### src/rtl/core/assert_macros.svh
// Assertion macros shared by the enhancer RTL.
// Depends on nothing; define NO_ASSERTIONS to compile them out.
`ifndef ASSERT_MACROS_SVH
`define ASSERT_MACROS_SVH

`ifndef NO_ASSERTIONS

`define ASSERT_PROP(lbl, clk, rstn, prop) \
	lbl: assert property (@(posedge clk) disable iff (!rstn) prop) \
	else $error("property failed");

`define ASSERT_NEVER(lbl, clk, rstn, cond) \
	lbl: assert property (@(posedge clk) disable iff (!rstn) !(cond)) \
	else $error("forbidden condition seen");

`else

`define ASSERT_PROP(lbl, clk, rstn, prop)

`define ASSERT_NEVER(lbl, clk, rstn, cond)

`endif

`endif

### src/rtl/core/bsae_pkg.sv
// Types, codes and saturation helpers for the band split audio enhancer.
// Depends on nothing; used by every enhancer module.
`timescale 1ns / 1ps
`default_nettype none

package bsae_pkg;

	localparam int CFG_IDX_W  = 3;
	localparam int CFG_DATA_W = 18;

	localparam logic [CFG_IDX_W-1:0] REG_LOW_COEFF     = 3'd0;
	localparam logic [CFG_IDX_W-1:0] REG_LOW_FEEDBACK  = 3'd1;
	localparam logic [CFG_IDX_W-1:0] REG_LOW_GAIN      = 3'd2;
	localparam logic [CFG_IDX_W-1:0] REG_HIGH_COEFF    = 3'd3;
	localparam logic [CFG_IDX_W-1:0] REG_HIGH_FEEDBACK = 3'd4;
	localparam logic [CFG_IDX_W-1:0] REG_HIGH_GAIN     = 3'd5;

	localparam logic [16:0] RST_LOW_COEFF     = 17'd637;
	localparam logic [16:0] RST_LOW_FEEDBACK  = 17'h1_04FA;
	localparam logic [16:0] RST_LOW_GAIN      = 17'd81920;
	localparam logic [16:0] RST_HIGH_COEFF    = 17'd56250;
	localparam logic [16:0] RST_HIGH_FEEDBACK = 17'h1_488E;
	localparam logic [17:0] RST_HIGH_GAIN     = 18'd116541;

	localparam logic signed [18:0] MID_GAIN = 19'sd55706;

	localparam logic [2:0] A_X     = 3'd0;
	localparam logic [2:0] A_LY_LO = 3'd1;
	localparam logic [2:0] A_LY_HI = 3'd2;
	localparam logic [2:0] A_HY_LO = 3'd3;
	localparam logic [2:0] A_HY_HI = 3'd4;
	localparam logic [2:0] A_DF_LO = 3'd5;
	localparam logic [2:0] A_DF_HI = 3'd6;

	localparam logic [2:0] B_LC  = 3'd0;
	localparam logic [2:0] B_LF  = 3'd1;
	localparam logic [2:0] B_LG  = 3'd2;
	localparam logic [2:0] B_HC  = 3'd3;
	localparam logic [2:0] B_HF  = 3'd4;
	localparam logic [2:0] B_HG  = 3'd5;
	localparam logic [2:0] B_MID = 3'd6;

	localparam logic [1:0] ACC_HOLD = 2'd0;
	localparam logic [1:0] ACC_LOAD = 2'd1;
	localparam logic [1:0] ACC_ADD  = 2'd2;

	localparam logic signed [63:0] MAX40 = 64'sd549755813887;
	localparam logic signed [63:0] MIN40 = -64'sd549755813888;
	localparam logic signed [63:0] MAX26 = 64'sd33554431;
	localparam logic signed [63:0] MIN26 = -64'sd33554432;
	localparam logic signed [63:0] MAX24 = 64'sd8388607;
	localparam logic signed [63:0] MIN24 = -64'sd8388608;

	typedef struct packed {
		logic [16:0] low_coeff;
		logic [16:0] low_feedback;
		logic [16:0] low_gain;
		logic [16:0] high_coeff;
		logic [16:0] high_feedback;
		logic [17:0] high_gain;
	} coeff_t;

	typedef struct packed {
		logic       load_in;
		logic       rd_dly;
		logic [2:0] a_sel;
		logic [2:0] b_sel;
		logic [1:0] acc_op;
		logic       ld_ly;
		logic       ld_hy;
		logic       ld_diff;
		logic       wr_zl;
		logic       wr_dly;
		logic       wr_zh;
		logic       ld_mid;
		logic       ld_out;
	} cmd_t;

	typedef struct packed {
		logic in_range;
	} sts_t;

	function automatic logic signed [39:0] sat40(input logic signed [63:0] v);
		logic signed [39:0] r;
		if (v > MAX40)
			r = MAX40[39:0];
		else if (v < MIN40)
			r = MIN40[39:0];
		else
			r = v[39:0];
		return r;
	endfunction

	function automatic logic signed [25:0] sat26(input logic signed [63:0] v);
		logic signed [25:0] r;
		if (v > MAX26)
			r = MAX26[25:0];
		else if (v < MIN26)
			r = MIN26[25:0];
		else
			r = v[25:0];
		return r;
	endfunction

endpackage

`default_nettype wire

### src/rtl/core/bsae_regs.sv
// Coefficient register bank written through the configuration port.
// Depends on bsae_pkg.
`timescale 1ns / 1ps
`default_nettype none

module bsae_regs (
	input  wire                                clk,
	input  wire                                arst_n,
	input  wire                                cfg_we,
	input  wire  [bsae_pkg::CFG_IDX_W-1:0]     cfg_index,
	input  wire  [bsae_pkg::CFG_DATA_W-1:0]    cfg_data,
	output bsae_pkg::coeff_t                   coef
);
	import bsae_pkg::*;

	coeff_t coef_q;

	always_ff @(posedge clk or negedge arst_n) begin
		if (!arst_n) begin
			coef_q.low_coeff     <= RST_LOW_COEFF;
			coef_q.low_feedback  <= RST_LOW_FEEDBACK;
			coef_q.low_gain      <= RST_LOW_GAIN;
			coef_q.high_coeff    <= RST_HIGH_COEFF;
			coef_q.high_feedback <= RST_HIGH_FEEDBACK;
			coef_q.high_gain     <= RST_HIGH_GAIN;
		end else if (cfg_we) begin
			unique case (cfg_index)
				REG_LOW_COEFF:     coef_q.low_coeff     <= cfg_data[16:0];
				REG_LOW_FEEDBACK:  coef_q.low_feedback  <= cfg_data[16:0];
				REG_LOW_GAIN:      coef_q.low_gain      <= cfg_data[16:0];
				REG_HIGH_COEFF:    coef_q.high_coeff    <= cfg_data[16:0];
				REG_HIGH_FEEDBACK: coef_q.high_feedback <= cfg_data[16:0];
				REG_HIGH_GAIN:     coef_q.high_gain     <= cfg_data;
				default: ;
			endcase
		end
	end

	assign coef = coef_q;

endmodule

`default_nettype wire

### config.mk
export PLATFORM = sky130hd
export DESIGN_NAME = bsae_regs
export DESIGN_NICKNAME = d
export VERILOG_FILES = /design/src/rtl/core/assert_macros.svh /design/src/rtl/core/bsae_pkg.sv /design/src/rtl/core/bsae_regs.sv
export SDC_FILE = /design/constraint.sdc
export NUM_CORES = 1
export LEC_CHECK = 0
export BUFFER_PORTS_ARGS = -buffer_cell sky130_fd_sc_hd__buf_2
export CAP_MARGIN = 20
export CORE_ASPECT_RATIO = 1.25
export CORE_UTILIZATION = 30
export CTS_CLUSTER_SIZE = 28
export DETAILED_ROUTE_END_ITERATION = 8
export PLACE_DENSITY = 0.53
export REMOVE_ABC_BUFFERS = 1
export SLEW_MARGIN = 20
export SYNTH_ARGS = -nofsm -noshare
export SYNTH_HDL_FRONTEND = slang
export SYNTH_SLANG_ARGS = --single-unit
### constraint.sdc
create_clock -name clk -period 2 [get_ports clk]
set_input_delay 0.3 -clock clk [delete_from_list [all_inputs] [get_ports clk]]
set_output_delay 0.3 -clock clk [all_outputs]
set_load 0.005 [all_outputs]
==> impl_metrics.json, run 1 <==
{
  "status": "finished, final reports clean",
  "grt_pass1_wl_um": 14630,
  "syn_to_final_growth_pct": 29.43,
  "cts_buffer_depth": 2,
  "max_slew.worst_pin.slew_ns": 0.4095,
  "met1_usage": 0.1768,
  "crit_family": "flip-flops",
  "critical_path_class": "flop to primary output",
  "largest_register_ffs": 103,
  "diodes": 0,
  "via_per_inst": 4.436,
  "drtIter0Drc": 77,
  "die_h_um": 131.4,
  "dieArea_sq_um": 13870,
  "clock_latency_ns": 0.34,
  "final_util": 0.4037,
  "worstPathCellList": "buf_2",
  "cts_tree": "yes",
  "wl_um": 9230,
  "hp-start": "cfg_data[17]",
  "first_pass_iters": 4,
  "use_met3": 0.04167,
  "reg2reg_from": "coef[62]$_DFFE_PN0P_",
  "worstPathMaxFanout": 2,
  "drive_gt1_frac": 0.8392,
  "core_sq_um": 12890,
  "clkTransAtPathRegs_ns": 0.07,
  "cp-start-kind": "flop",
  "cp_slowest_cell": "dfstp_2",
  "num_io_pins": 127,
  "rows": 46,
  "leakage_nw": 2.398,
  "finalClockSkew_ns": 0,
  "vdd_drop_max_uv": 410.4,
  "rsz0062_at_grt": "no",
  "fin_nets": 386,
  "initial_core_util": 0.3119,
  "cts_sinks": 103,
  "finalMaxSlewViolations": 0,
  "hp-class": "input pin to flop",
  "antenna_found_initial": 0,
  "numCtsBuffers": 9,
  "fmax_mhz": 772.9,
  "yosysSeqAreaShare": 0.6553,
  "arrival_ns": 0.99,
  "max_slew_margin": 0.7260,
  "setup_viol": 0,
  "pwr_density_cell_nw_per_um2": 1121,
  "cp-startpoint": "coef[43]$_DFFE_PN1P_",
  "wl_per_cell_um": 17.25,
  "max_stage_delay_ns": 0.55,
  "drv_cap": 0,
  "vias": 2373,
  "drtAntennaViolNets": 0,
  "postSynthCellCount": 222,
  "critPathCaptureType": "primary output",
  "cp_num_buf_inv": 1,
  "grt_max_degree": 50,
  "cts_root_buffer": "clkbuf_16",
  "ctsHtreeMaxLevel": 3,
  "gp_congestion": 0.6799,
  "grt_use_met2": 0.2306,
  "die_x_um": 105.6,
  "hold_violations": 0,
  "syn_avg_cell_area_sq_um": 18.11,
  "yosys.cell_types.count": 10,
  "postCtsSetupRepairBufs": 0,
  "fin_crit_sh": 0.6469,
  "crit_required_ns": 1.70,
  "period_minus_slack_ns": 1.294,
  "ys_ff_latch": 103,
  "grt_usage": 0.1403,
  "io_buffers": 126,
  "overflow": 0,
  "syn-cell-area_sq_um": 4021,
  "yosys_warnings": 0,
  "drc": 0,
  "grt_pass1_vias": 2518,
  "setup_tns_ns": 0,
  "gr-max-usage-layer": "met2",
  "hpwl_um": 6617
}
-- power breakdown --
part | leakage (nW) | internal (W) | total, W | switching (W)
registers | 1.17 | 0.00269 | 0.00293 | 0.000234
logic | 1.08 | 0.000702 | 0.00115 | 0.000450
clock network | 0.149 | 0.00101 | 0.00176 | 0.000752
-- final timing paths --
path | to | slack [ns] | cells past startpoint
worst max-delay path | coef[43] | 0.71 | 1
worst min-delay path | coef[17]$_DFFE_PN0P_ | 0.20 | 2
worst max register to register | coef[62]$_DFFE_PN0P_ | 1.23 | 1
worst min register to register | coef[82]$_DFFE_PN0P_ | 0.50 | 1
max in group asynchronous | coef[91]$_DFFE_PN1P_ | 0.91 | 3
min in group asynchronous | coef[64]$_DFFE_PN0P_ | 0.42 | 2
-- cells by family (layout without fill, tap and decap cells) --
logic type / Yosys count / count (layout) / share of synthesized area
DFF: 103 / 103 / 0.6553
muxes: 103 / 103 / 0.2978
and+or+nand+nor: 6 / 6 / 0.02271
buffers and inverters: 10 / 155 / 0.02427
-- area by class of cell --
class	count	area (sq um)
fillers	1275	7687
flip-flops and latches	103	2635
multi-input cells	109	1289
repair buffers	139	770.7
clock buffers	11	242.7
well taps	168	210.2
clock inverters	5	57.56
-- stage by stage --
step	instance area, sq um	worst slack (ns)	hold slack (ns)	cells	total power, W
final	5205	0.7062	0.1972	535	0.005835
after global routing	5205	0.6624	0.1922	535	0.006177
after CTS	5205	0.6806	0.1880	535	0.005947
after detailed placement	4895	0.4014	0.2458	518	0.004153
after global placement	4895	0.4301	0.2399	518	0.004119
after floorplan	3924	0.2754	0.004409	212	0.003447
-- metal layers --
layer,share of wire,routed length [um]
met4,0.011,99
met2,0.50,4630
met3,0.055,509
met1,0.43,3990
met5,0,0
-- cell usage in the layout (no fill, tap or decap), types with 2 or more instances in the layout --
cell / count
nand4b_2: 2
buf_4: 10
mux2_4: 10
and4bb_2: 3
mux2_2: 93
clkbuf_16: 9
dfrtp_1: 57
dfstp_2: 46
buf_12: 3
clkinv_4: 2
buf_2: 125
clkinv_2: 2
-- Yosys cell counts --
library cell	count	area, sq um
dfrtp_1	57	1426
dfstp_2	46	1209
buf_6	6	67.56
buf_8	1	15.01
mux2_4	10	150.1
and4bb_2	3	37.54
buf_2	3	15.01
nand4b_2	2	30.03
nor4b_4	1	23.77
mux2_2	93	1047
-- what timing repair did --
| item | 4_1_cts | 5_1_grt |
|---|---|---|
| setup endpoints to repair | 0 | 0 |
| hold buffers | 1 | 0 |
| hold endpoints to repair | 18 | 0 |
| resized for setup | 0 | 0 |
Note: power is estimated with default switching activity, not from simulation.
==> run 2: changes to the inputs <==
ABC_AREA = 1   (was default)
PLACE_DENSITY = 0.52   (was 0.53)
clock period = 1.28 ns   (was 2 ns; I/O delays follow)
==> impl_metrics.json, run 2 <==
{
  "yosys.cell_types.count": 14,
  "grt_max_degree": 66,
  "cts_buffer_depth": 2,
  "core_sq_um": 13350,
  "crit_required_ns": 1.09,
  "first_pass_iters": 4,
  "drtAntennaViolNets": 0,
  "yosys_warnings": 0,
  "num_io_pins": 127,
  "diodes": 0,
  "synthSimpleGateAreaFrac": 0.3296,
  "placed_cells": 745,
  "drtIter0Drc": 145,
  "numCtsBuffers": 9,
  "synthMuxAreaShare": 0,
  "layout_commonest_cell": "nand2_1",
  "finalInstanceArea_sq_um": 5409,
  "rsz0062_at_grt": "no",
  "cts_sinks": 103,
  "die_h_um": 133.4,
  "drive_gt1_frac": 0.3655,
  "yosys-top-cells-area": "dfrtp_1 34%, dfstp_2 29%, nand2_1 22%",
  "hp-class": "input pin to flop",
  "ctsHtreeMaxLevel": 3,
  "cts-hold-fix-buffers": 1,
  "setup_viol": 0,
  "arrival_ns": 1.00,
  "max_stage_delay_ns": 0.53,
  "ys_ff_latch": 103,
  "n_fill_cell": 1369,
  "hpwl_um": 8391,
  "drv_cap": 0,
  "max_slew_margin": 0.6642,
  "finalClockSkew_ns": 0,
  "yosys.area.top_type_share": 0.3444,
  "cts_tree": "yes",
  "worstPathCellList": "buf_2",
  "leakage_nw": 2.970,
  "period_minus_slack_ns": 1.188,
  "wl_per_cell_um": 15.73,
  "fmax_mhz": 841.9,
  "worstPathMaxFanout": 2,
  "synth_edf_count": 0,
  "final-seq-area_sq_um": 2635,
  "overflow": 0,
  "p_total_w": 0.009244,
  "cts_root_buffer": "clkbuf_16",
  "yosys.area.top_type": "dfrtp_1",
  "crit_family": "flip-flops",
  "initial_core_util": 0.3102,
  "synth_xor_area_frac": 0,
  "post-place-ws_ns": -0.02278,
  "synth_common_cells": "245 x nand2_1, 68 x nand3_1, 57 x dfrtp_1, 46 x dfstp_2, 11 x buf_2",
  "syn_avg_cell_area_sq_um": 9.142,
  "postSynthCellCount": 453,
  "multiInputGateArea_sq_um": 1370,
  "dieArea_sq_um": 14280,
  "postCtsSetupRepairBufs": 0,
  "status": "finished, final reports clean",
  "clkTransAtPathRegs_ns": 0.07,
  "synth-compound-area-share": 0,
  "cp_num_buf_inv": 1,
  "drc": 0,
  "grt_usage": 0.1745,
  "finalMaxSlewViolations": 0,
  "vias": 3469,
  "vdd_drop_max_uv": 636.7,
  "antenna_found_initial": 0,
  "via_per_inst": 4.552,
  "fin_ws_ns": 0.09223,
  "grt_pass1_wl_um": 18810,
  "fin_nets": 610,
  "yosysMostFrequentCell": "nand2_1",
  "critical_path_class": "flop to primary output",
  "grt_pass1_vias": 3318,
  "io_buffers": 126,
  "synth_top_family_by_area": "simple AND/OR/NAND/NOR gates",
  "max_slew.worst_pin.slew_ns": 0.5038,
  "syn-cell-area_sq_um": 4141,
  "ys.flop_type": "dfrtp_1",
  "yosysSeqAreaShare": 0.6363,
  "cts_resized": 0,
  "async_reset_ff_frac": 1.000,
  "synthAdderAreaFrac": 0,
  "syn_to_final_growth_pct": 30.60,
  "critPathCaptureType": "primary output",
  "die_x_um": 107.1,
  "pwr_density_cell_nw_per_um2": 1709,
  "most-common-layout-cells": "245 x nand2_1, 125 x buf_2, 68 x nand3_1",
  "postPlaceCellArea_sq_um": 5042,
  "final_cells": 762,
  "gp_congestion": 0.7641,
  "rows": 47,
  "largest_register_ffs": 103,
  "cp-start-kind": "flop",
  "wl_um": 11980,
  "clock_latency_ns": 0.34,
  "fin_crit_sh": 0.9279,
  "hold_violations": 0,
  "cp_slowest_cell": "dfstp_2",
  "final_util": 0.4052
}
## run 2: changes by cell type after synthesis, sizes merged
cell and delta:
mux2 -103, inv +6, and4bb -3, nor2 +6
nand2 +251, nand3 +68, buf +7, clkbuf +2
nor4b -1, nand4b -2
## run 2: metal layers
metal	wire length [um]	share of wire	vias to the layer above	global-route usage
met5	0	0	-	0
met1	5162	0.43	1678	0.2318
met2	6137	0.51	91	0.2860
met4	216	0.018	0	0.06545
met3	467	0.039	12	0.02740
li1	-	-	1688	-
## run 2: per-stage QoR
stage / hold WS, ns / setup TNS [ns]
floorplan: -0.1036 / -16.40
global placement: 0.2258 / 0
detailed placement: 0.2287 / -0.1942
CTS: 0.03683 / 0
global route: 0.05816 / 0
finish: 0.04503 / 0
## run 2: cell families (layout without fill, tap and decap cells)
kind of cell,count (synthesis),after routing
and+or+nand+nor,325,325
DFF,103,103
buffers and inverters,25,163
## run 2: final cells by class
cell class / count / share of cell area
Timing Repair Buffer: 141 / 0.1499
Sequential cell: 103 / 0.4872
Multi-Input combinational cell: 325 / 0.2533
Tap cell: 171 / 0.03956
Clock buffer: 11 / 0.04673
Clock inverter: 5 / 0.01920
Inverter: 6 / 0.004164
## run 2: where the power goes
part           switching (W)  internal, W  total [W]
clock                0.00119      0.00202    0.00320
sequential          0.000354      0.00406    0.00442
combinational       0.000893     0.000730    0.00162
## run 2: path summary, 6_finish.rpt
path / start / to / slack [ns] / cells after the start
hold / removal: cfg_data[17] / coef[17]$_DFFE_PN0P_ / 0.05 / 3
setup reg to reg: coef[49]$_DFFE_PN1P_ / coef[49]$_DFFE_PN1P_ / 0.55 / 2
setup / recovery: coef[40]$_DFFE_PN1P_ / coef[40] / 0.09 / 1
hold reg to reg: coef[68]$_DFFE_PN1P_ / coef[68]$_DFFE_PN1P_ / 0.46 / 2
min in group asynchronous: arst_n / coef[17]$_DFFE_PN0P_ / 0.39 / 3
max in group asynchronous: arst_n / coef[70]$_DFFE_PN1P_ / 0.42 / 3
==> run 3: changes to the inputs <==
GPL_TIMING_DRIVEN = 0   (was default)
==> impl_metrics.json, run 3 (same netlist as run 2, synthesis figures left out) <==
{
  "diodes": 0,
  "crit_required_ns": 1.09,
  "cts_resized": 0,
  "fin_crit_sh": 0.9268,
  "hold_violations": 0,
  "multiInputGateArea_sq_um": 1376,
  "period_minus_slack_ns": 1.186,
  "most-common-layout-cells": "245 x nand2_1, 125 x buf_2, 68 x nand3_1",
  "syn_to_final_growth_pct": 28.10,
  "max_stage_delay_ns": 0.53,
  "dieArea_sq_um": 14280,
  "first_pass_iters": 5,
  "drtAntennaViolNets": 0,
  "worstPathMaxFanout": 2,
  "rows": 47,
  "max_slew.worst_pin.slew_ns": 0.8149,
  "num_io_pins": 127,
  "use_met3": 0.02935,
  "wl_per_cell_um": 15.96,
  "gr-max-usage-layer": "met2",
  "gp_congestion": 0.7501,
  "ctsHtreeMaxLevel": 3,
  "hpwl_um": 8029,
  "critPathCaptureType": "primary output",
  "crit_family": "flip-flops",
  "drive_gt1_frac": 0.3537,
  "vias": 3475,
  "core_sq_um": 13350,
  "grt_pass1_wl_um": 18840,
  "initial_core_util": 0.3102,
  "rsz0062_at_grt": "no",
  "final-seq-area_sq_um": 2635,
  "p_total_w": 0.008556,
  "hp-class": "input pin to flop",
  "critical_path_class": "flop to primary output",
  "status": "finished, final reports clean",
  "pwr_density_cell_nw_per_um2": 1613,
  "cts_sinks": 103,
  "cts_root_buffer": "clkbuf_16",
  "grt_usage": 0.1774,
  "cts_tree": "yes",
  "met1_usage": 0.2296,
  "vdd_drop_max_uv": 579.9,
  "overflow": 0,
  "r2r_setup_slack_ns": 0.53,
  "hold_slack_ns": 0.04088,
  "largest_register_ffs": 103,
  "cts_buffer_depth": 2,
  "fin_ws_ns": 0.09375,
  "numCtsBuffers": 9,
  "finalClockSkew_ns": 0,
  "clock_latency_ns": 0.34,
  "grt_pass1_vias": 3324,
  "fin_nets": 607,
  "setup_viol": 0,
  "drv_cap": 0,
  "io_buffers": 126,
  "grt_use_met2": 0.2900,
  "drc": 0,
  "layout_commonest_cell": "nand2_1",
  "cp_slowest_cell": "dfstp_2",
  "die_x_um": 107.1,
  "worstPathCellList": "buf_2",
  "drtIter0Drc": 136,
  "cp_num_buf_inv": 1,
  "grt_max_degree": 62,
  "leakage_nw": 2.912,
  "cp-start-kind": "flop",
  "wl_um": 12120,
  "antenna_found_initial": 0,
  "die_h_um": 133.4,
  "max_slew_margin": 0.4562,
  "finalMaxSlewViolations": 0,
  "clkTransAtPathRegs_ns": 0.07,
  "arrival_ns": 0.99,
  "n_fill_cell": 1396,
  "via_per_inst": 4.578,
  "post-place-ws_ns": -0.4561,
  "fmax_mhz": 843.0
}
==> run 3: changes by cell type in the layout (fill, tap and decap cells not counted), sizes merged <==
cell,before,now
nor2,6,7
buf,140,136
clkinv,2,1
bufinv,3,0
clkbuf,11,15
==> run 3: final cells by class <==
type / count / area share
inverters: 6 / 0.004245
multi-input cells: 326 / 0.2594
well taps: 171 / 0.04033
repair buffers: 137 / 0.1498
clock inverters: 1 / 0.0009434
flip-flops and latches: 103 / 0.4967
clock buffers: 15 / 0.04858
==> run 3: worst paths after layout <==
kind,from,endpoint,cells after the start
worst min register to register,coef[79]$_DFFE_PN1P_,coef[79]$_DFFE_PN1P_,2
worst min-delay path,cfg_data[17],coef[17]$_DFFE_PN0P_,3
worst max register to register,coef[43]$_DFFE_PN1P_,coef[43]$_DFFE_PN1P_,2
max in group asynchronous,arst_n,coef[40]$_DFFE_PN1P_,3
worst max-delay path,coef[39]$_DFFE_PN1P_,coef[39],1
min in group asynchronous,arst_n,coef[48]$_DFFE_PN0P_,2
==> run 3: per-layer routing <==
layer	vias to the layer above	wire length [um]
li1	1685	-
met1	1671	5274
met2	105	6062
met3	14	527
met4	0	252
met5	-	0
==> run 3: where the power goes <==
group | switching, W | internal (W) | total [W] | leakage (nW)
Combinational | 0.000930 | 0.000735 | 0.00166 | 1.59
Clock | 0.00114 | 0.00138 | 0.00251 | 0.128
Sequential | 0.000317 | 0.00406 | 0.00438 | 1.20
Total | 0.00239 | 0.00617 | 0.00856 | 2.91
==> run 3: through the flow <==
step                cell area [sq um]  instances  setup TNS, ns    util
detailed placement               4961        734         -31.29  0.3716
global placement                 4867        731        -167.05  0.3646
floorplan                        4023        434         -16.40       -
CTS                              5240        752              0  0.3925
finish                           5305        759              0  0.3974
global route                     5305        759              0  0.3974
==> run 3: repair_timing <==
action                                  in CTS  in global routing
setup buffers                                0                  7
hold endpoints to repair                    29                  0
pin swaps                                    1                  2
hold buffers                                 1                  0
endpoints found under the setup margin      39                 29
cloned                                       1                  0
