**src/rtl/core/assert_macros.svh**
```systemverilog
// Assertion macros shared by the enhancer RTL.
// Depends on nothing; define NO_ASSERTIONS to compile them out.
`ifndef ASSERT_MACROS_SVH
`define ASSERT_MACROS_SVH

`ifndef NO_ASSERTIONS

`define ASSERT_PROP(lbl, clk, rstn, prop) \
	lbl: assert property (@(posedge clk) disable iff (!rstn) prop) \
	else $error("property failed");

`define ASSERT_NEVER(lbl, clk, rstn, cond) \
	lbl: assert property (@(posedge clk) disable iff (!rstn) !(cond)) \
	else $error("forbidden condition seen");

`else

`define ASSERT_PROP(lbl, clk, rstn, prop)

`define ASSERT_NEVER(lbl, clk, rstn, cond)

`endif

`endif

```
**src/rtl/core/bsae_pkg.sv**
```systemverilog
// Types, codes and saturation helpers for the band split audio enhancer.
// Depends on nothing; used by every enhancer module.
`timescale 1ns / 1ps
`default_nettype none

package bsae_pkg;

	localparam int CFG_IDX_W  = 3;
	localparam int CFG_DATA_W = 18;

	localparam logic [CFG_IDX_W-1:0] REG_LOW_COEFF     = 3'd0;
	localparam logic [CFG_IDX_W-1:0] REG_LOW_FEEDBACK  = 3'd1;
	localparam logic [CFG_IDX_W-1:0] REG_LOW_GAIN      = 3'd2;
	localparam logic [CFG_IDX_W-1:0] REG_HIGH_COEFF    = 3'd3;
	localparam logic [CFG_IDX_W-1:0] REG_HIGH_FEEDBACK = 3'd4;
	localparam logic [CFG_IDX_W-1:0] REG_HIGH_GAIN     = 3'd5;

	localparam logic [16:0] RST_LOW_COEFF     = 17'd637;
	localparam logic [16:0] RST_LOW_FEEDBACK  = 17'h1_04FA;
	localparam logic [16:0] RST_LOW_GAIN      = 17'd81920;
	localparam logic [16:0] RST_HIGH_COEFF    = 17'd56250;
	localparam logic [16:0] RST_HIGH_FEEDBACK = 17'h1_488E;
	localparam logic [17:0] RST_HIGH_GAIN     = 18'd116541;

	localparam logic signed [18:0] MID_GAIN = 19'sd55706;

	localparam logic [2:0] A_X     = 3'd0;
	localparam logic [2:0] A_LY_LO = 3'd1;
	localparam logic [2:0] A_LY_HI = 3'd2;
	localparam logic [2:0] A_HY_LO = 3'd3;
	localparam logic [2:0] A_HY_HI = 3'd4;
	localparam logic [2:0] A_DF_LO = 3'd5;
	localparam logic [2:0] A_DF_HI = 3'd6;

	localparam logic [2:0] B_LC  = 3'd0;
	localparam logic [2:0] B_LF  = 3'd1;
	localparam logic [2:0] B_LG  = 3'd2;
	localparam logic [2:0] B_HC  = 3'd3;
	localparam logic [2:0] B_HF  = 3'd4;
	localparam logic [2:0] B_HG  = 3'd5;
	localparam logic [2:0] B_MID = 3'd6;

	localparam logic [1:0] ACC_HOLD = 2'd0;
	localparam logic [1:0] ACC_LOAD = 2'd1;
	localparam logic [1:0] ACC_ADD  = 2'd2;

	localparam logic signed [63:0] MAX40 = 64'sd549755813887;
	localparam logic signed [63:0] MIN40 = -64'sd549755813888;
	localparam logic signed [63:0] MAX26 = 64'sd33554431;
	localparam logic signed [63:0] MIN26 = -64'sd33554432;
	localparam logic signed [63:0] MAX24 = 64'sd8388607;
	localparam logic signed [63:0] MIN24 = -64'sd8388608;

	typedef struct packed {
		logic [16:0] low_coeff;
		logic [16:0] low_feedback;
		logic [16:0] low_gain;
		logic [16:0] high_coeff;
		logic [16:0] high_feedback;
		logic [17:0] high_gain;
	} coeff_t;

	typedef struct packed {
		logic       load_in;
		logic       rd_dly;
		logic [2:0] a_sel;
		logic [2:0] b_sel;
		logic [1:0] acc_op;
		logic       ld_ly;
		logic       ld_hy;
		logic       ld_diff;
		logic       wr_zl;
		logic       wr_dly;
		logic       wr_zh;
		logic       ld_mid;
		logic       ld_out;
	} cmd_t;

	typedef struct packed {
		logic in_range;
	} sts_t;

	function automatic logic signed [39:0] sat40(input logic signed [63:0] v);
		logic signed [39:0] r;
		if (v > MAX40)
			r = MAX40[39:0];
		else if (v < MIN40)
			r = MIN40[39:0];
		else
			r = v[39:0];
		return r;
	endfunction

	function automatic logic signed [25:0] sat26(input logic signed [63:0] v);
		logic signed [25:0] r;
		if (v > MAX26)
			r = MAX26[25:0];
		else if (v < MIN26)
			r = MIN26[25:0];
		else
			r = v[25:0];
		return r;
	endfunction

endpackage

`default_nettype wire

```
**src/rtl/core/bsae_ctrl.sv**
```systemverilog
// Controller: sequences the shared multiplier and state writes for one request.
// Depends on bsae_pkg and assert_macros.svh.
`timescale 1ns / 1ps
`default_nettype none
`include "assert_macros.svh"

module bsae_ctrl (
	input  wire                clk,
	input  wire                arst_n,
	input  wire                in_valid,
	output logic               in_ready,
	output logic               out_valid,
	input  wire                out_ready,
	input  bsae_pkg::sts_t     sts,
	output bsae_pkg::cmd_t     cmd
);
	import bsae_pkg::*;

	localparam logic [1:0] ST_IDLE = 2'd0;
	localparam logic [1:0] ST_RUN  = 2'd1;
	localparam logic [1:0] ST_DONE = 2'd2;

	localparam logic [3:0] K_LOW_X  = 4'd1;
	localparam logic [3:0] K_HIGH_X = 4'd2;
	localparam logic [3:0] K_LFB_LO = 4'd3;
	localparam logic [3:0] K_LFB_HI = 4'd4;
	localparam logic [3:0] K_LGN_LO = 4'd5;
	localparam logic [3:0] K_LGN_HI = 4'd6;
	localparam logic [3:0] K_HFB_LO = 4'd7;
	localparam logic [3:0] K_HFB_HI = 4'd8;
	localparam logic [3:0] K_MID_LO = 4'd9;
	localparam logic [3:0] K_MID_HI = 4'd10;
	localparam logic [3:0] K_HGN_LO = 4'd11;
	localparam logic [3:0] K_HGN_HI = 4'd12;
	localparam logic [3:0] K_LAST   = 4'd13;

	logic [1:0] state_q;
	logic [1:0] state_d;
	logic [3:0] step_q;
	logic [3:0] step_d;
	logic       out_valid_q;

	always_comb begin
		cmd     = '0;
		state_d = state_q;
		step_d  = step_q;
		unique case (state_q)
			ST_IDLE: begin
				cmd.load_in = in_valid;
				if (in_valid) begin
					state_d = ST_RUN;
					step_d  = K_LOW_X;
				end
			end
			ST_RUN: begin
				step_d = step_q + 4'd1;
				unique case (step_q)
					K_LOW_X: begin
						cmd.rd_dly = 1'b1;
						cmd.a_sel  = A_X;
						cmd.b_sel  = B_LC;
						if (!sts.in_range)
							state_d = ST_DONE;
					end
					K_HIGH_X: begin
						cmd.ld_ly = 1'b1;
						cmd.a_sel = A_X;
						cmd.b_sel = B_HC;
					end
					K_LFB_LO: begin
						cmd.ld_hy = 1'b1;
						cmd.a_sel = A_LY_LO;
						cmd.b_sel = B_LF;
					end
					K_LFB_HI: begin
						cmd.ld_diff = 1'b1;
						cmd.acc_op  = ACC_LOAD;
						cmd.a_sel   = A_LY_HI;
						cmd.b_sel   = B_LF;
					end
					K_LGN_LO: begin
						cmd.acc_op = ACC_ADD;
						cmd.a_sel  = A_LY_LO;
						cmd.b_sel  = B_LG;
					end
					K_LGN_HI: begin
						cmd.wr_zl  = 1'b1;
						cmd.acc_op = ACC_LOAD;
						cmd.a_sel  = A_LY_HI;
						cmd.b_sel  = B_LG;
					end
					K_HFB_LO: begin
						cmd.acc_op = ACC_ADD;
						cmd.a_sel  = A_HY_LO;
						cmd.b_sel  = B_HF;
					end
					K_HFB_HI: begin
						cmd.wr_dly = 1'b1;
						cmd.acc_op = ACC_LOAD;
						cmd.a_sel  = A_HY_HI;
						cmd.b_sel  = B_HF;
					end
					K_MID_LO: begin
						cmd.acc_op = ACC_ADD;
						cmd.a_sel  = A_DF_LO;
						cmd.b_sel  = B_MID;
					end
					K_MID_HI: begin
						cmd.wr_zh  = 1'b1;
						cmd.acc_op = ACC_LOAD;
						cmd.a_sel  = A_DF_HI;
						cmd.b_sel  = B_MID;
					end
					K_HGN_LO: begin
						cmd.acc_op = ACC_ADD;
						cmd.a_sel  = A_HY_LO;
						cmd.b_sel  = B_HG;
					end
					K_HGN_HI: begin
						cmd.ld_mid = 1'b1;
						cmd.acc_op = ACC_LOAD;
						cmd.a_sel  = A_HY_HI;
						cmd.b_sel  = B_HG;
					end
					K_LAST: begin
						cmd.acc_op = ACC_ADD;
						state_d    = ST_DONE;
					end
					default: begin
						state_d = ST_IDLE;
					end
				endcase
			end
			ST_DONE: begin
				if (!out_valid_q || out_ready) begin
					cmd.ld_out = 1'b1;
					state_d    = ST_IDLE;
				end
			end
			default: begin
				state_d = ST_IDLE;
			end
		endcase
	end

	always_ff @(posedge clk or negedge arst_n) begin
		if (!arst_n) begin
			state_q     <= ST_IDLE;
			step_q      <= '0;
			out_valid_q <= 1'b0;
		end else begin
			state_q <= state_d;
			step_q  <= step_d;
			if (cmd.ld_out)
				out_valid_q <= 1'b1;
			else if (out_ready)
				out_valid_q <= 1'b0;
		end
	end

	assign in_ready  = (state_q == ST_IDLE);
	assign out_valid = out_valid_q;

	`ASSERT_PROP(a_accept_starts, clk, arst_n, (in_valid && in_ready) |=> (state_q == ST_RUN && step_q == K_LOW_X))
	`ASSERT_PROP(a_load_out_free, clk, arst_n, cmd.ld_out |-> (!out_valid_q || out_ready))
	`ASSERT_PROP(a_write_in_range, clk, arst_n, (cmd.wr_zl || cmd.wr_zh || cmd.wr_dly) |-> sts.in_range)
	`ASSERT_NEVER(a_step_bound, clk, arst_n, state_q == ST_RUN && (step_q == 4'd0 || step_q > K_LAST))

endmodule

`default_nettype wire

```
**config.mk**
```make
export PLATFORM = sky130hd
export DESIGN_NAME = bsae_ctrl
export DESIGN_NICKNAME = d
export VERILOG_FILES = /design/src/rtl/core/bsae_pkg.sv /design/src/rtl/core/bsae_ctrl.sv
export VERILOG_INCLUDE_DIRS = /design/src /design/src/rtl/core
export SDC_FILE = /design/constraint.sdc
export NUM_CORES = 1
export LEC_CHECK = 0
export BUFFER_PORTS_ARGS = -buffer_cell sky130_fd_sc_hd__buf_2
export CORE_MARGIN = 10
export CORE_UTILIZATION = 47
export CTS_CLUSTER_DIAMETER = 60
export DETAILED_ROUTE_END_ITERATION = 8
export GPL_ROUTABILITY_DRIVEN = 0
export PLACE_DENSITY = 0.78
export SLEW_MARGIN = 40
export SYNTH_ARGS = -nofsm -noshare
export SYNTH_HDL_FRONTEND = slang
export SYNTH_SLANG_ARGS = --single-unit
```
**constraint.sdc**
```tcl
create_clock -name clk -period 2.45 [get_ports clk]
set_input_delay 0.1225 -clock clk [delete_from_list [all_inputs] [get_ports clk]]
set_output_delay 0.1225 -clock clk [all_outputs]
set_load 0.1 [all_outputs]
```
==> out/metrics.cfg, run 1 <==
[route]
first_pass_iters=4
drc=0
vias_per_cell=5.39
vias=668
ant_nets=0
initialDrtViolationCount=19
routedWlPerCell_um=14.1
wirelength_mm=1.75

[yosys]
ys_types=31
synth_seq_cells=7
syn_area_per_cell_um2=7.71
ys_seq_area_frac=0.267
yosys_warnings=0
syn_inst=85
synth_nets=94
synth_area_um2=656

[placement]
dp_hpwl_mm=1.41
placed_area_um2=903
port-buffer-count=24

[run_status]
status=finished clean

[clock_network]
cts_setup_buffers=0
clockBufferDepth=2
path_clk_slew_ns=0.05
insertion_delay_ns=0.24
cts_root_buf=clkbuf_4
cts_max_level=1
cts_buffers=3
cts_tree=done
cts.sinks=7

[sta]
period_share=0.960
slew_viol_final=0
fin_crit_ns=2.35
clock_skew_ns=0.0000458
slew_headroom=0.675
setup_tns_ns=0
setup_viol=0
fmax_mhz=425
worst_slew_pin_slew_ns=0.492
hold_viol_final=0

[grt]
grt_max_degree=15
grt_pass1_vias=624
grt.overflow.total=0
antenna_found_initial=0
grt.total_usage=0.0996
grt_first_pass_wirelength_mm=2.77

[floorplan]
row_count=13
dieArea_um2=3290
die_w_um=57.4
initial_utilization=0.504
core-area_um2=1300
io_pins=25
fp.dieH_um=57.4

[setup_path]
critPathMaxStageDelay_ns=0.46
path_cells=inv_1 -> ha_4 -> nor3_1 -> or4_1 -> o31a_2 -> a211oi_4 -> buf_12
cp-end-kind=primary output
criticalPathCategory=reg2out
worstPathMaxFanout=12
slowest_stage=or4_1
critPathRequiredTime_ns=2.33
startpoint_type=flop
arrival_ns=2.23
cp_top_family=simple AND/OR/NAND/NOR gates
path_buf_inv=2

[run]
drv_cap=0

[final_layout]
fillerInstances=104
fin_nets=119
num_antenna_cells=0
regArea_um2=175
stdcell_area_um2=960
drive_gt1_frac=0.404
syn_to_final_growth_pct=46.4
multiInputGateArea_um2=508

[hold_path]
min_path_type=in2reg

cells by family (layout without fill, tap and decap cells):
logic type / count (synthesis) / count (layout) / synth area share
AND/OR/NAND/NOR: 43 / 43 / 0.357
AO/OA/AOI/OAI: 19 / 19 / 0.214
buffers and inverters: 10 / 34 / 0.0591
flip-flops: 7 / 7 / 0.267
adder cells (fa/ha/maj): 4 / 4 / 0.0763
XOR/XNOR: 2 / 2 / 0.0267
final timing paths:
check                           from    endpoint  slack, ns  cells past startpoint
min reg2reg                out_valid   out_valid       0.52                      2
min                              sts  state_q[0]       0.17                      3
min in group asynchronous     arst_n   step_q[3]       0.25                      2
max                        step_q[0]     cmd[11]        0.1                      7
max in group asynchronous     arst_n   out_valid       2.05                      2
max reg2reg                step_q[0]  state_q[1]       0.53                      6
layout by cell type (no fill, tap or decap), types with 2 or more instances in the layout:
cell | synthesis | final
a211oi_4 | 0 | 2
a21oi_1 | 5 | 4
a22o_1 | 2 | 2
and3_1 | 7 | 7
buf_12 | 0 | 5
buf_2 | 1 | 19
buf_4 | 0 | 2
clkbuf_4 | 0 | 3
dfrtp_1 | 7 | 7
ha_2 | 0 | 3
inv_1 | 3 | 3
nand2_1 | 6 | 6
nand2b_1 | 3 | 3
nand3_1 | 2 | 2
nor2_1 | 9 | 8
nor2b_1 | 5 | 4
nor3_1 | 5 | 2
nor3_2 | 0 | 3
o21ai_0 | 3 | 3
o31ai_1 | 2 | 2
worst reg2reg max path, stage by stage (launching register included):
cell,delay (ns)
dfrtp_1,0.43
inv_1,0.15
ha_4,0.21
nor3_1,0.07
or4_1,0.46
o31a_2,0.21
a41o_1,0.27
synth_stat cells (all sizes together):
cell	instances	area (um^2)
nor2	9	33.8
and3	7	43.8
dfrtp	7	175
nand2	6	22.5
a21oi	5	25.0
nor2b	5	31.3
nor3	5	25.0
clkbuf	4	15.0
ha	4	50.1
nand2b	4	32.5
buf	3	12.5
inv	3	11.3
o21ai	3	15.0
a211oi	2	25.0
a22o	2	17.5
nand3	2	10.0
o31ai	2	15.0
a21o	1	7.51
a22oi	1	7.51
a41o	1	10.0
nand4	1	6.26
nor4	1	6.26
nor4b	1	8.76
o21bai	1	7.51
o31a	1	10.0
or2	1	6.26
or4	1	7.51
xnor2	1	8.76
xor2	1	8.76
per-layer routing:
layer,track usage,routed length (um),vias to the layer above
met3,0.0354,125,2
li1,-,-,349
met2,0.156,834,21
met4,0.0570,9,0
met1,0.113,782,296
met5,0,0,-
layout make-up:
class | count | area share
timing repair buffer | 27 | 0.229
clock buffer | 4 | 0.0274
multi-input combinational | 68 | 0.529
sequential | 7 | 0.183
inverter | 3 | 0.0117
tap | 15 | 0.0196
per-stage QoR:
step / util / hold WS [ns] / cells / setup slack, ns
3_3_place_gp: 0.694 / -0.0431 / 119 / 0.326
5_1_grt: 0.738 / 0.184 / 124 / -0.00623
3_5_place_dp: 0.694 / -0.0431 / 119 / 0.233
6_report: 0.738 / 0.175 / 124 / 0.0978
4_1_cts: 0.724 / 0.172 / 124 / 0.0354
2_1_floorplan: - / -0.173 / 85 / -0.404
what timing repair did:
action / 4_1_cts / 5_1_grt
hold buffers: 1 / 0
pin swaps: 0 / 1
resized for setup: 1 / 4
cloned: 0 / 0
setup endpoints to repair: 4 / 4
endpoints found under the hold margin: 7 / 0
flip-flops by register name, indices dropped and copies added, names as in the netlist:
register	flops
state_q	2
out_valid	1
step_q	4
Power of run 1 is not shown: default switching activity piles up to over one toggle a cycle in this logic, so the estimate is an artifact.
==> run 2, diff against run 1 <==
Settings changed: CORE_UTILIZATION 47 to 42, PLACE_DENSITY 0.78 to 0.74, RECOVER_POWER set to 100, TNS_END_PERCENT set to 50.
Clock period 2.45 ns to 2.1 ns, I/O delays scaled along.
==> out/metrics.cfg, run 2 (same netlist as run 1, synthesis figures left out) <==
[setup_path]
startpoint_type=flop
rr_worst_depth=7
cp_top_family=simple AND/OR/NAND/NOR gates
path_buf_inv=2
arrival_ns=2.10
critPathRequiredTime_ns=2.00
cp-end-kind=primary output
crit_cells=7
path_cells=inv_2 -> ha_4 -> nor3_2 -> or4_1 -> o31a_4 -> a211oi_4 -> buf_12
criticalPathCategory=reg2out
slowest_stage=or4_1
critPathMaxStageDelay_ns=0.49
worstPathMaxFanout=6

[hold_path]
min_path_cells=3
min_path_type=in2reg

[run_status]
status=complete, but fails checks
violations=negative setup slack

[route]
first_pass_iters=4
routedWlPerCell_um=15.2
wirelength_mm=2.05
ant_nets=0
vias_per_cell=5.50
vias=743
initialDrtViolationCount=11
drc=0

[sta]
fin_crit_ns=2.21
setup_viol=3
slew_headroom=0.221
slew_viol_final=0
hold_viol_final=0
worst_slew_pin_slew_ns=1.17
finalWorstSetupSlack_ns=-0.107
fmax_mhz=453
clock_skew_ns=0.00211
period_share=1.05
rsz0062_at_grt=yes
setup_tns_ns=-0.221

[grt]
grt_max_degree=11
grt_first_pass_wirelength_mm=3.57
antenna_found_initial=0
grt.overflow.total=0
grt.total_usage=0.125
grt_pass1_vias=781

[placement]
dp_hpwl_mm=1.56
port-buffer-count=24
dp_slack_ns=0.0251

[run]
drv_cap=0

[final_layout]
drive_gt1_frac=0.487
regMostFlops=step_q
fin_nets=129
final_cell_mix=buf_2 (12), buf_4 (12), buf_12 (9), and3_1 (7)
largest_reg_flops=4
syn_to_final_growth_pct=78.4
num_antenna_cells=0

[floorplan]
core-area_um2=1490
fp.dieH_um=59.5
row_count=14
io_pins=25
die_w_um=59.5
dieArea_um2=3540
initial_utilization=0.440

[clock_network]
path_clk_slew_ns=0.05
cts_root_buf=clkbuf_4
clockBufferDepth=2
cts_buffers=3
cts_tree=done
insertion_delay_ns=0.25
cts_max_level=1
cts.sinks=7

[run 2: cell types whose count changed in the layout (fill, tap and decap cells not counted), moves of 3 or more]
cell    change
buf_12      +4
buf_2       -7
ha_2        -3
buf_4      +10
[run 2: worst paths after layout]
check	endpoint	startpoint	slack, ns
max	cmd[13]	step_q[0]	-0.11
min	step_q[0]	in_valid	0.16
max reg2reg	state_q[1]	step_q[0]	0.18
min reg2reg	out_valid	out_valid	0.56
max in group asynchronous	step_q[1]	arst_n	1.53
min in group asynchronous	state_q[1]	arst_n	0.28
[run 2: final cells by class]
| cell class | instances | area (um^2) |
|---|---|---|
| sequential | 7 | 176 |
| multi-input combinational | 68 | 581 |
| clock buffer | 4 | 26.3 |
| fill | 104 | 319 |
| inverter | 3 | 11.3 |
| tap | 16 | 20.0 |
| timing repair buffer | 37 | 355 |
[run 2: worst reg2reg max path, cell delays in order, from the launching register on]
cell and delay, ns:
dfrtp_1 0.41, inv_2 0.12, ha_4 0.16, nor3_2 0.04, or4_1 0.49, o31a_4 0.19, buf_4 0.16, a41o_1 0.22
[run 2: stage by stage]
step	hold WS (ns)	area (um^2)	std cells	util
after CTS	0.163	1130	135	0.760
after global placement	-0.0614	1040	127	0.700
after global routing	0.213	1170	135	0.786
final	0.163	1170	135	0.786
after floorplan	-0.191	744	85	-
after detailed placement	-0.0578	1040	127	0.700
[run 2: per-layer routing]
layer / routed length [um] / up-vias / track usage
met5: 0 / - / 0
met4: 15 / 0 / 0.0449
met3: 147 / 2 / 0.0386
met2: 1070 / 20 / 0.227
met1: 821 / 353 / 0.129
li1: - / 368 / -
[run 2: repair_timing]
action	in CTS	in global routing
pin swaps	1	1
hold endpoints to repair	7	0
hold buffers	1	0
gates resized for setup	8	7
setup buffers	3	0
endpoints found under the setup margin	6	6
Power of run 2 is left out for the same reason.
==> run 3, diff against run 2 <==
Settings changed: BUFFER_PORTS_ARGS -buffer_cell sky130_fd_sc_hd__buf_2 to unset, CORE_AREA set to 10 10 47 49, CORE_MARGIN 10 to unset, CORE_UTILIZATION 42 to unset, DIE_AREA set to 0 0 57 59, DONT_BUFFER_PORTS set to 1, PLACE_DENSITY 0.74 to 0.68.
==> out/metrics.cfg, run 3 (same netlist as run 1, synthesis figures left out) <==
[run_status]
status=complete, but fails checks
violations=negative setup slack

[sta]
setup_viol=5
finalWorstSetupSlack_ns=-0.122
worst_slew_pin_slew_ns=1.22
slew_headroom=0.189
clock_skew_ns=0.00669
slew_viol_final=0
fmax_mhz=450
rsz0062_at_grt=yes
fin_crit_ns=2.22
period_share=1.06
fin_hold_ws_ns=0.0190
hold_viol_final=0

[setup_path]
arrival_ns=2.12
cp-end-kind=primary output
critPathRequiredTime_ns=2.00
rr_worst_depth=7
worstPathMaxFanout=6
criticalPathCategory=reg2out
startpoint_type=flop

[route]
wirelength_mm=2.90
vias_per_cell=6.04
routedWlPerCell_um=21.5
initialDrtViolationCount=36
ant_nets=0
drc=0
first_pass_iters=4
vias=815

[clock_network]
cts_max_level=1
path_clk_slew_ns=0.05
cts_tree=done
cts.sinks=7
cts_root_buf=clkbuf_4
cts_buffers=3
clockBufferDepth=2
insertion_delay_ns=0.26

[final_layout]
regMostFlops=step_q
final_common_cell=buf_4
final_cell_mix=buf_4 (22), buf_12 (11), and3_1 (7), nand2_1 (6), nor2_1 (5)
syn_to_final_growth_pct=92.9
num_antenna_cells=0
largest_reg_flops=4
drive_gt1_frac=0.555
fin_nets=129

[floorplan]
io_pins=25
initial_utilization=0.468
die_w_um=57
dieArea_um2=3360
row_count=14
core-area_um2=1400
fp.dieH_um=59

[hold_path]
min_path_type=in2reg
min_path_cells=2

[grt]
grt.overflow.total=0
grt.total_usage=0.160
grt_max_degree=14
grt_first_pass_wirelength_mm=4.35
grt_pass1_vias=869
antenna_found_initial=0

[placement]
port-buffer-count=0
dp_hpwl_mm=1.62

[run]
drv_cap=0

-- run 3: cell types whose count changed in the layout (fill, tap and decap cells not counted), moves of 2 or more --
cell	change
buf_2	-12
buf_4	+10
buf_12	+2
buf_6	+2
dfrtp_1	-2
dfrtp_2	+2
inv_2	-2
inv_4	+2
nor2_2	+2
-- run 3: cell type report --
class                           instances  area [um^2]
Tap cell                               16         20.0
Timing Repair Buffer                   37          422
Clock buffer                            4         26.3
Sequential cell                         7          179
Multi-Input combinational cell         68          602
Inverter                                3         16.3
Fill cell                              59          136
-- run 3: timing repair --
item | 4_1_cts | 5_1_grt
gates cloned | 0 | 0
buffers inserted | 4 | 2
gates resized for setup | 14 | 9
pin swaps | 6 | 4
endpoints found under the setup margin | 6 | 5
hold buffers | 1 | 0
endpoints found under the hold margin | 7 | 0
-- run 3: routing by layer --
metal,vias up,track usage,part of all wire
li1,369,-,-
met1,380,0.163,0.38
met2,55,0.278,0.50
met3,11,0.0451,0.082
met4,0,0.107,0.039
met5,-,0,0
-- run 3: worst paths after layout --
kind,slack (ns),start,end
min in group asynchronous,0.18,arst_n,step_q[1]
setup / recovery,-0.12,step_q[0],cmd[14]
max in group asynchronous,1.64,arst_n,step_q[2]
hold reg to reg,0.58,out_valid,out_valid
hold / removal,0.02,in_valid,step_q[0]
setup reg to reg,0.19,step_q[0],state_q[1]
-- run 3: metrics by stage --
step                setup WS (ns)  std cells  TNS [ns]  area, um^2   util
finish                     -0.122        135    -0.485        1260  0.903
global route               -0.175        135    -0.736        1260  0.903
CTS                        -0.169        134    -0.460        1220  0.872
detailed placement        0.00487        125         0        1100  0.784
global placement            0.116        125         0        1100  0.784
floorplan                  -0.269         85     -1.79         744      -
-- run 3: worst max-delay path, cell delays in order, from the launching register on --
cell and delay (ns):
dfrtp_2 0.46, inv_4 0.10, ha_4 0.15, nor3_2 0.04
or4_4 0.48, o31a_4 0.17, buf_6 0.14, a21oi_4 0.13
buf_12 0.19
Power of run 3 is left out for the same reason.
